===== config.mk =====
export PLATFORM = sky130hd
export DESIGN_NAME = cartridge_prg_bank_mapper
export DESIGN_NICKNAME = d
export VERILOG_FILES = /design/src/cpbm_pkg.sv /design/src/cpbm_ctrl.sv /design/src/cpbm_datapath.sv /design/src/cartridge_prg_bank_mapper.sv
export SDC_FILE = /design/constraint.sdc
export NUM_CORES = 1
export LEC_CHECK = 0
export BUFFER_PORTS_ARGS = -buffer_cell sky130_fd_sc_hd__clkbuf_2
export CELL_PAD_IN_SITES_DETAIL_PLACEMENT = 1
export CELL_PAD_IN_SITES_GLOBAL_PLACEMENT = 2
export CORE_MARGIN = 5
export CORE_UTILIZATION = 31
export CTS_BUF_LIST = sky130_fd_sc_hd__clkbuf_8
export CTS_CLUSTER_DIAMETER = 40
export DETAILED_ROUTE_END_ITERATION = 8
export PLACE_DENSITY_LB_ADDON = 0.15
export SKIP_CTS_REPAIR_TIMING = 1
export SYNTH_ARGS = -nofsm -noshare
export SYNTH_HDL_FRONTEND = slang
export SYNTH_SLANG_ARGS = --single-unit

===== constraint.sdc =====
create_clock -name clk -period 2.4 [get_ports clk]
set_input_delay 0.24 -clock clk [delete_from_list [all_inputs] [get_ports clk]]
set_output_delay 0.24 -clock clk [all_outputs]
set_load 0.02 [all_outputs]

===== src/cpbm_pkg.sv =====
// Shared types, codes and constants for the cartridge program-ROM bank mapper.
`default_nettype none

package cpbm_pkg;

  // Default number of bank-select bits
  localparam int BankBitsDefault = 4;

  // Field widths
  localparam int KIND_W  = 2;
  localparam int COUNT_W = 5;
  localparam int ADDR_W  = 16;
  localparam int DATA_W  = 8;
  localparam int BANK_W  = 4;
  localparam int SHIFT_W = 5;
  localparam int CFG_IDX_W = 2;

  // Restoring division over the 4-bit bank register, one bit per step
  localparam int DIV_STEPS = BANK_W;
  localparam int STEP_W    = $clog2(DIV_STEPS);

  // Register indexes on the configuration port
  localparam logic [CFG_IDX_W-1:0] REG_MAPPER_KIND = 2'd0;
  localparam logic [CFG_IDX_W-1:0] REG_BANK_COUNT  = 2'd1;

  // Mapper kinds
  localparam logic [KIND_W-1:0] KIND_FLAT   = 2'd0;
  localparam logic [KIND_W-1:0] KIND_SERIAL = 2'd1;
  localparam logic [KIND_W-1:0] KIND_LATCH  = 2'd2;

  // Serial PRG modes, control bits 3..2
  localparam logic [1:0] MODE_PAIR_A      = 2'd0;
  localparam logic [1:0] MODE_PAIR_B      = 2'd1;
  localparam logic [1:0] MODE_FIXED_FIRST = 2'd2;
  localparam logic [1:0] MODE_FIXED_LAST  = 2'd3;

  // Input codes
  localparam logic OP_WRITE = 1'b0;

  // Serial register constants
  localparam logic [SHIFT_W-1:0] SHIFT_MARKER = 5'h10;
  localparam logic [SHIFT_W-1:0] CTRL_RESET   = 5'h0C;
  localparam logic [ADDR_W-1:0]  ADDR_CTRL_TOP  = 16'h9FFF;
  localparam logic [ADDR_W-1:0]  ADDR_BANK_BASE = 16'hE000;

  // Controller states
  typedef enum logic [1:0] {
    ST_IDLE,
    ST_DIVIDE,
    ST_FINISH
  } state_t;

  // Controller to datapath
  typedef struct packed {
    logic start;     // accept the input word, update mapper state
    logic step;      // one division step
    logic load_out;  // move the result into the output register
  } cmd_t;

  // Datapath to controller
  typedef struct packed {
    logic out_free;  // output register empty or being taken
  } status_t;

endpackage

`default_nettype wire


===== src/cpbm_ctrl.sv =====
// Sequencer for the bank mapper: accept, divide steps, result hand-off.
`default_nettype none

module cpbm_ctrl (
  input  wire logic             clk,
  input  wire logic             rst,
  input  wire logic             in_valid,
  output logic                  in_stall,
  input  wire cpbm_pkg::status_t status,
  output cpbm_pkg::cmd_t        cmd
);
  import cpbm_pkg::*;

  localparam logic [STEP_W-1:0] LAST_STEP = STEP_W'(DIV_STEPS - 1);

  state_t            state, state_next;
  logic [STEP_W-1:0] step_cnt, step_cnt_next;

  // State register
  always_ff @(posedge clk) begin
    if (rst) begin
      state    <= ST_IDLE;
      step_cnt <= '0;
    end else begin
      state    <= state_next;
      step_cnt <= step_cnt_next;
    end
  end

  // Next state and commands
  always_comb begin
    state_next    = state;
    step_cnt_next = step_cnt;
    cmd           = '0;
    in_stall      = 1'b1;
    unique case (state)
      ST_IDLE: begin
        in_stall = 1'b0;
        if (in_valid) begin
          cmd.start     = 1'b1;
          step_cnt_next = '0;
          state_next    = ST_DIVIDE;
        end
      end
      ST_DIVIDE: begin
        cmd.step      = 1'b1;
        step_cnt_next = step_cnt + 1'b1;
        if (step_cnt == LAST_STEP) begin
          state_next = ST_FINISH;
        end
      end
      ST_FINISH: begin
        if (status.out_free) begin
          cmd.load_out = 1'b1;
          state_next   = ST_IDLE;
        end
      end
      default: state_next = ST_IDLE;
    endcase
  end

  // Sequencing checks
  a_start_divides: assert property (@(posedge clk) disable iff (rst)
    cmd.start |=> state == ST_DIVIDE)
    else $error("accepted word did not enter the divide phase");

  a_divide_length: assert property (@(posedge clk) disable iff (rst)
    (state == ST_DIVIDE && step_cnt == LAST_STEP) |=> state == ST_FINISH)
    else $error("divide phase did not end after the last step");

  a_finish_holds: assert property (@(posedge clk) disable iff (rst)
    (state == ST_FINISH && !status.out_free) |=> state == ST_FINISH)
    else $error("result dropped while output register was full");

endmodule

`default_nettype wire


===== src/cpbm_datapath.sv =====
// Mapper registers, bank modulo divider and output register.
`default_nettype none

module cpbm_datapath (
  input  wire logic                          clk,
  input  wire logic                          rst,
  input  wire cpbm_pkg::cmd_t                cmd,
  output cpbm_pkg::status_t                  status,
  input  wire logic                          cfg_write,
  input  wire logic [cpbm_pkg::CFG_IDX_W-1:0] cfg_index,
  input  wire logic [cpbm_pkg::COUNT_W-1:0]  cfg_data,
  input  wire logic                          op,
  input  wire logic [cpbm_pkg::ADDR_W-1:0]   addr,
  input  wire logic [cpbm_pkg::DATA_W-1:0]   wdata,
  output logic                               out_valid,
  input  wire logic                          out_stall,
  output logic [cpbm_pkg::BANK_W-1:0]        low_window_bank,
  output logic [cpbm_pkg::BANK_W-1:0]        high_window_bank,
  output logic                               banked
);
  import cpbm_pkg::*;

  localparam int                 LIM  = 1 << BankBitsDefault;
  localparam logic [COUNT_W-1:0] MASK = COUNT_W'(LIM - 1);

  // Configuration
  logic [KIND_W-1:0]  mapper_kind;
  logic [COUNT_W-1:0] bank_count;

  // Mapper state
  logic [SHIFT_W-1:0] serial_shift, serial_shift_next;
  logic [SHIFT_W-1:0] serial_control, serial_control_next;
  logic [BANK_W-1:0]  serial_bank, serial_bank_next;
  logic [BANK_W-1:0]  latch_bank, latch_bank_next;

  // Divider
  logic [BANK_W-1:0]  dvd;
  logic [COUNT_W-1:0] rem;
  logic [COUNT_W:0]   trial;
  logic [COUNT_W-1:0] total;

  // Result
  logic [COUNT_W-1:0] lo, hi, lo_inc;
  logic               banked_val;
  logic [1:0]         mode;
  logic [SHIFT_W-1:0] shifted;

  // Effective bank count: zero reads as one, saturate at the bank-select range
  always_comb begin
    total = bank_count;
    if (total == '0) total = COUNT_W'(1);
    if (32'(total) > LIM) total = COUNT_W'(LIM);
  end

  // Configuration registers
  always_ff @(posedge clk) begin
    if (rst) begin
      mapper_kind <= KIND_FLAT;
      bank_count  <= COUNT_W'(1);
    end else if (cfg_write) begin
      if (cfg_index == REG_MAPPER_KIND) mapper_kind <= cfg_data[KIND_W-1:0];
      if (cfg_index == REG_BANK_COUNT)  bank_count  <= cfg_data;
    end
  end

  // Cartridge register writes
  always_comb begin
    serial_shift_next   = serial_shift;
    serial_control_next = serial_control;
    serial_bank_next    = serial_bank;
    latch_bank_next     = latch_bank;
    shifted             = {wdata[0], serial_shift[SHIFT_W-1:1]};
    if (op == OP_WRITE && addr[ADDR_W-1]) begin
      if (mapper_kind == KIND_SERIAL) begin
        if (wdata[7]) begin
          serial_shift_next   = SHIFT_MARKER;
          serial_control_next = serial_control | CTRL_RESET;
        end else if (serial_shift[0]) begin
          // fifth write commits the shifted value; $A000-$DFFF discards it
          if (addr <= ADDR_CTRL_TOP) begin
            serial_control_next = shifted;
          end else if (addr >= ADDR_BANK_BASE) begin
            serial_bank_next = shifted[BANK_W-1:0];
          end
          serial_shift_next = SHIFT_MARKER;
        end else begin
          serial_shift_next = shifted;
        end
      end else if (mapper_kind == KIND_LATCH) begin
        latch_bank_next = wdata[BANK_W-1:0];
      end
    end
  end

  always_ff @(posedge clk) begin
    if (rst) begin
      serial_shift   <= SHIFT_MARKER;
      serial_control <= CTRL_RESET;
      serial_bank    <= '0;
      latch_bank     <= '0;
    end else if (cmd.start) begin
      serial_shift   <= serial_shift_next;
      serial_control <= serial_control_next;
      serial_bank    <= serial_bank_next;
      latch_bank     <= latch_bank_next;
    end
  end

  // Restoring divider: bank register mod total, one dividend bit per step
  assign trial = {rem, dvd[BANK_W-1]};

  always_ff @(posedge clk) begin
    if (cmd.start) begin
      dvd <= (mapper_kind == KIND_LATCH) ? latch_bank_next : serial_bank_next;
      rem <= '0;
    end else if (cmd.step) begin
      dvd <= {dvd[BANK_W-2:0], 1'b0};
      if (trial >= {1'b0, total}) begin
        rem <= COUNT_W'(trial - {1'b0, total});
      end else begin
        rem <= trial[COUNT_W-1:0];
      end
    end
  end

  // Window banks from the reduced bank
  assign mode   = serial_control[3:2];
  assign lo_inc = (rem & ~COUNT_W'(1)) + COUNT_W'(1);

  always_comb begin
    lo         = '0;
    hi         = '0;
    banked_val = 1'b0;
    case (mapper_kind)
      KIND_SERIAL: begin
        banked_val = 1'b1;
        case (mode) inside
          MODE_PAIR_A, MODE_PAIR_B: begin
            lo = rem & ~COUNT_W'(1);
            hi = (lo_inc == total) ? '0 : lo_inc;
          end
          MODE_FIXED_FIRST: begin
            lo = '0;
            hi = rem;
          end
          default: begin
            lo = rem;
            hi = total - COUNT_W'(1);
          end
        endcase
      end
      KIND_LATCH: begin
        banked_val = 1'b1;
        lo         = rem;
        hi         = total - COUNT_W'(1);
      end
      default: begin
        banked_val = 1'b0;
      end
    endcase
  end

  // Output register
  assign status.out_free = !out_valid || !out_stall;

  always_ff @(posedge clk) begin
    if (rst) begin
      out_valid <= 1'b0;
    end else if (cmd.load_out) begin
      out_valid <= 1'b1;
    end else if (!out_stall) begin
      out_valid <= 1'b0;
    end
  end

  always_ff @(posedge clk) begin
    if (cmd.load_out) begin
      low_window_bank  <= BANK_W'(lo & MASK);
      high_window_bank <= BANK_W'(hi & MASK);
      banked           <= banked_val;
    end
  end

  // Datapath checks
  a_rem_reduced: assert property (@(posedge clk) disable iff (rst)
    cmd.load_out |-> rem < total)
    else $error("bank remainder not below bank count");

  a_load_sets_valid: assert property (@(posedge clk) disable iff (rst)
    cmd.load_out |=> out_valid)
    else $error("loaded result not presented");

  a_flat_unbanked: assert property (@(posedge clk) disable iff (rst)
    (cmd.load_out && mapper_kind != KIND_SERIAL && mapper_kind != KIND_LATCH)
      |=> !banked && low_window_bank == '0 && high_window_bank == '0)
    else $error("flat kind reported a banked mapping");

endmodule

`default_nettype wire


===== src/cartridge_prg_bank_mapper.sv =====
// Top level of the cartridge program-ROM bank mapper.
//
// Usage: each input word (op, addr, wdata) is a CPU write or a refresh
// request; each one yields exactly one result word with the 16 KB banks of
// the lower ($8000) and upper ($C000) windows and the banked flag.
// Both channels move a word when valid is high and stall is low.
// Configuration (mapper_kind at index 0, bank_count at index 1) is written
// through cfg_write/cfg_index/cfg_data while no word is in flight.
// An accepted word runs through the divide phase and then the output
// register, and no new word is taken until its result is loaded. The pace
// is set by the bank modulo, a restoring divider that takes one bit of the
// 4-bit bank per cycle, plus an accept step and an output load step.
// in_stall is low only while the sequencer is idle; a new word is taken
// while an earlier result still waits in the output register.
// When the receiver stalls, the result holds; a finished result behind it
// waits in the datapath and the input stays stalled until it moves.
// Reset (synchronous, rst high) sets the flat kind, a bank count of one,
// the serial shift register to its marker and control to fixed-last mode.
`default_nettype none

module cartridge_prg_bank_mapper (
  input  wire logic                           clk,
  input  wire logic                           rst,
  input  wire logic                           cfg_write,
  input  wire logic [cpbm_pkg::CFG_IDX_W-1:0] cfg_index,
  input  wire logic [cpbm_pkg::COUNT_W-1:0]   cfg_data,
  input  wire logic                           in_valid,
  output logic                                in_stall,
  input  wire logic                           op,
  input  wire logic [cpbm_pkg::ADDR_W-1:0]    addr,
  input  wire logic [cpbm_pkg::DATA_W-1:0]    wdata,
  output logic                                out_valid,
  input  wire logic                           out_stall,
  output logic [cpbm_pkg::BANK_W-1:0]         low_window_bank,
  output logic [cpbm_pkg::BANK_W-1:0]         high_window_bank,
  output logic                                banked
);
  import cpbm_pkg::*;

  cmd_t    cmd;
  status_t status;

  // Sequencer
  cpbm_ctrl u_ctrl (
    .clk      (clk),
    .rst      (rst),
    .in_valid (in_valid),
    .in_stall (in_stall),
    .status   (status),
    .cmd      (cmd)
  );

  // Registers, divider and output stage
  cpbm_datapath u_datapath (
    .clk              (clk),
    .rst              (rst),
    .cmd              (cmd),
    .status           (status),
    .cfg_write        (cfg_write),
    .cfg_index        (cfg_index),
    .cfg_data         (cfg_data),
    .op               (op),
    .addr             (addr),
    .wdata            (wdata),
    .out_valid        (out_valid),
    .out_stall        (out_stall),
    .low_window_bank  (low_window_bank),
    .high_window_bank (high_window_bank),
    .banked           (banked)
  );

endmodule

`default_nettype wire


==> summary by stage <==
Yosys
Of the synthesized area, sequential elements account for 0.4444. The number of nets in the synthesized netlist is 303. The synthesized area divided by synthesized cell count is 9.061 sq um. The number of synthesized flops with an enable pin is 13. The fraction of registers with async set/reset is 0. The count of distinct cell types in the synthesized netlist is 45. The number of standard cells after synthesis is 256. For this run, the number of Yosys warnings is 0.

The synthesized netlist occupies a cell area of 2320 sq um. The dominant synthesized flop cell is sky130_fd_sc_hd__dfxtp_1. After synthesis the netlist holds a flip-flop and latch count of 45.

STA
The actual transition at the worst max-transition pin is 0.5897 ns. The final worst-path cycle share is 0.8983. Summed over all failing endpoints, the final setup total negative slack is 0 ns.

The routed design could run at a clock period as short as 2.156 ns. Based on the critical path, the design can be clocked at up to 463.8 MHz. The final max-slew violation count came to 0. The hold violation total from the final report came to 0.

Across the routed clock network, the largest skew measured is 0.008408 ns. Setup repair after global routing left no endpoint under its margin. Setup violations remaining at the end of the flow were counted as 0. The relative max-transition margin is 0.6069.

Drt
The wire length after detailed routing is 5.512 mm. After detailed routing, the number of remaining DRC violations is 0. The final routed wire length divided by cell count is 13.95 um. Across all layers, the routed design uses 1,895 vias.

The detailed router finished its first iteration with 60 violations. The antenna violation net count after detailed routing is 0. The iteration count of the initial detailed-routing pass is 4. The via density per instance is 4.797.

Floorplan
After floorplanning, the core was sized to cover 7253 sq um. 48 I/O pins were placed. In this run the horizontal extent of the chip is 96.51 um. The floorplan step defined a die boundary enclosing 9313 sq um. The number of rows in the core area is 31. The height of the die is 96.51 um. The initial standard-cell utilization of the core is 0.3198.

Power
IR analysis of the VDD net gives a maximum drop of 257.3 uV. After layout, the design draws a total of 2.049 mW. The internal power contribution is 1.408 mW. The leakage power is 1.128 nW.

The ratio of total power to cell area is 742.4 nW/um^2. Summed over all nets, the switching power comes to 640.7 uW. Of the total power, the share spent switching nets is 0.3127. The part of the total power dissipated in the clock network is 0.283.

The share of total power dissipated in combinational logic is 0.287. Of the total power, registers draw 0.430.

Finish
The layout-stage area growth over the synthesis result is 18.99%. The cell area after layout is 2760 sq um. The library cells used most frequently in the layout, excluding fill and tap cells, are sky130_fd_sc_hd__nor2_1, sky130_fd_sc_hd__clkbuf_2, sky130_fd_sc_hd__dfxtp_1. The library cell used most frequently in the layout, excluding fill and tap cells, is sky130_fd_sc_hd__nor2_1.

The post-layout net count is 342. The ratio of cells with drive above 1 in the final layout is 0.2095. The repair_antennas step left the layout with diodes totalling 0.

Global route
In the global route stage, overall resource usage came out at 0.1294. The number of global-route vias before repair came to 1,975. The wire length of the first global-routing pass is 9.239 mm. The initial antenna violation count is 0. The aggregate global routing overflow is 0. Entering global routing, the biggest net connects 28 pins.

CTS
For this design, the sink count on the clock tree is 45. The tree is rooted in a sky130_fd_sc_hd__clkbuf_8. TritonCTS built the clock tree. The maximum buffer depth of the clock tree is 2. The clock insertion delay at the later pin of the skew report is 0.30 ns.

The clock buffer count from CTS is 5. Clock-pin slew was measured on the worst setup and hold paths at 0.09 ns. The H-tree was split into 2 levels.

Outcome
The flow ran to the end, and the final reports show no timing, DRC or antenna violations.

Placed design
Buffers placed on the I/O ports in this run total 31. Routability-driven placement finished with a final weighted congestion of 0.7621. The instance area after placement is 2643 sq um. Detailed placement finished with a half-perimeter wire length of 4.301 mm.

Setup path
The largest fanout on the critical path is 2. For the worst setup path, the data arrival time is 2.35 ns. The kind of critical path is flip-flop to flip-flop. The worst setup path is captured at a flip-flop.

The worst setup path is launched from a flip-flop. At the worst endpoint, the required time is 2.60 ns.

Hold path
The min-delay analysis places its worst path in the category input pin to flip-flop.

Run
The max-capacitance violation count is 0.
==> routing by layer <==
metal	vias up	global-route usage	routed length, um
met3	8	0.02556	156
met1	886	0.1627	2671
met5	-	0	0
li1	977	-	-
met2	24	0.2218	2609
met4	0	0.04206	75
==> cell families after synthesis <==
family          after synthesis  share of synthesized area
compound gates               52                     0.1295
xor+xnor                      5                    0.01888
fa+ha+maj                    10                    0.05717
buf+inv                      22                    0.03938
flops                        45                     0.4444
mux                          23                     0.1019
simple gates                 99                     0.2087
==> power groups by stage <==
stage,logic [mW],clock network (mW),registers [mW]
floorplan,0.384,0,0.896
global placement,0.574,0,0.900
detailed placement,0.575,0,0.899
CTS,0.578,0.597,0.882
global route,0.675,0.638,0.888
finish,0.588,0.580,0.881
==> flip-flops by register name, summed over array words and instances (netlist names) <==
register                     cells
u_datapath.dvd                   4
u_datapath.rem                   5
u_datapath.serial_bank           4
u_ctrl.state                     2
u_datapath.bank_count            5
u_datapath.low_window_bank       4
u_datapath.banked                1
u_ctrl.step_cnt                  2
u_datapath.serial_control        2
u_datapath.latch_bank            4
u_datapath.mapper_kind           2
u_datapath.out_valid             1
u_datapath.high_window_bank      4
u_datapath.serial_shift          5
==> Yosys cell counts (all sizes together), types with 8 or more instances <==
| cell | number | area (sq um) |
|---|---|---|
| a21oi | 19 | 95.09 |
| nand2 | 19 | 71.32 |
| mux2i | 18 | 180.2 |
| dfxtp | 32 | 640.6 |
| nor2 | 37 | 138.9 |
| ha | 9 | 112.6 |
| o21ai | 18 | 90.09 |
| edfxtp | 13 | 390.4 |
| clkbuf | 10 | 37.54 |
| nand3 | 9 | 45.04 |
| nand2b | 8 | 50.05 |
| inv | 10 | 37.54 |
==> worst max-delay path, stage by stage (launching register included) <==
cell,delay (ns)
sky130_fd_sc_hd__dfxtp_1,0.34
sky130_fd_sc_hd__nor3_1,0.05
sky130_fd_sc_hd__nor2_1,0.08
sky130_fd_sc_hd__nor2_1,0.07
sky130_fd_sc_hd__ha_1,0.21
sky130_fd_sc_hd__fa_1,0.46
sky130_fd_sc_hd__nand2b_1,0.19
sky130_fd_sc_hd__a21oi_2,0.18
sky130_fd_sc_hd__buf_4,0.14
sky130_fd_sc_hd__nor4_1,0.04
sky130_fd_sc_hd__a311o_1,0.28
==> final cells by class <==
cell class / instances / area, sq um
Clock buffer: 5 / 68.82
Sequential cell: 45 / 1032
Timing Repair Buffer: 44 / 252.7
Clock inverter: 3 / 41.29
Inverter: 10 / 37.54
Multi-Input combinational cell: 189 / 1204
Fill cell: 897 / 4493
Tap cell: 99 / 123.9
==> metrics by stage <==
step / setup slack (ns) / hold WS, ns / util / instances
2_1_floorplan: 0.1090 / 0.3786 / - / 256
3_3_place_gp: 0.1732 / 0.4703 / 0.3643 / 387
3_5_place_dp: 0.1563 / 0.4811 / 0.3643 / 387
4_1_cts: 0.1127 / 0.1758 / 0.3795 / 395
5_1_grt: 0.06273 / 0.1892 / 0.3805 / 395
6_report: 0.2441 / 0.1774 / 0.3805 / 395
==> worst paths after layout <==
path / start / to / slack [ns] / cells after the start
setup / recovery: u_datapath.bank_count[1] / u_datapath.rem[0] / 0.24 / 10
hold / removal: wdata[2] / u_datapath.latch_bank[2] / 0.18 / 3
hold reg to reg: u_datapath.serial_bank[3] / u_datapath.serial_bank[3] / 0.50 / 2
setup reg to reg: u_datapath.bank_count[1] / u_datapath.rem[0] / 0.24 / 10
(Power assumes the default switching activity.)
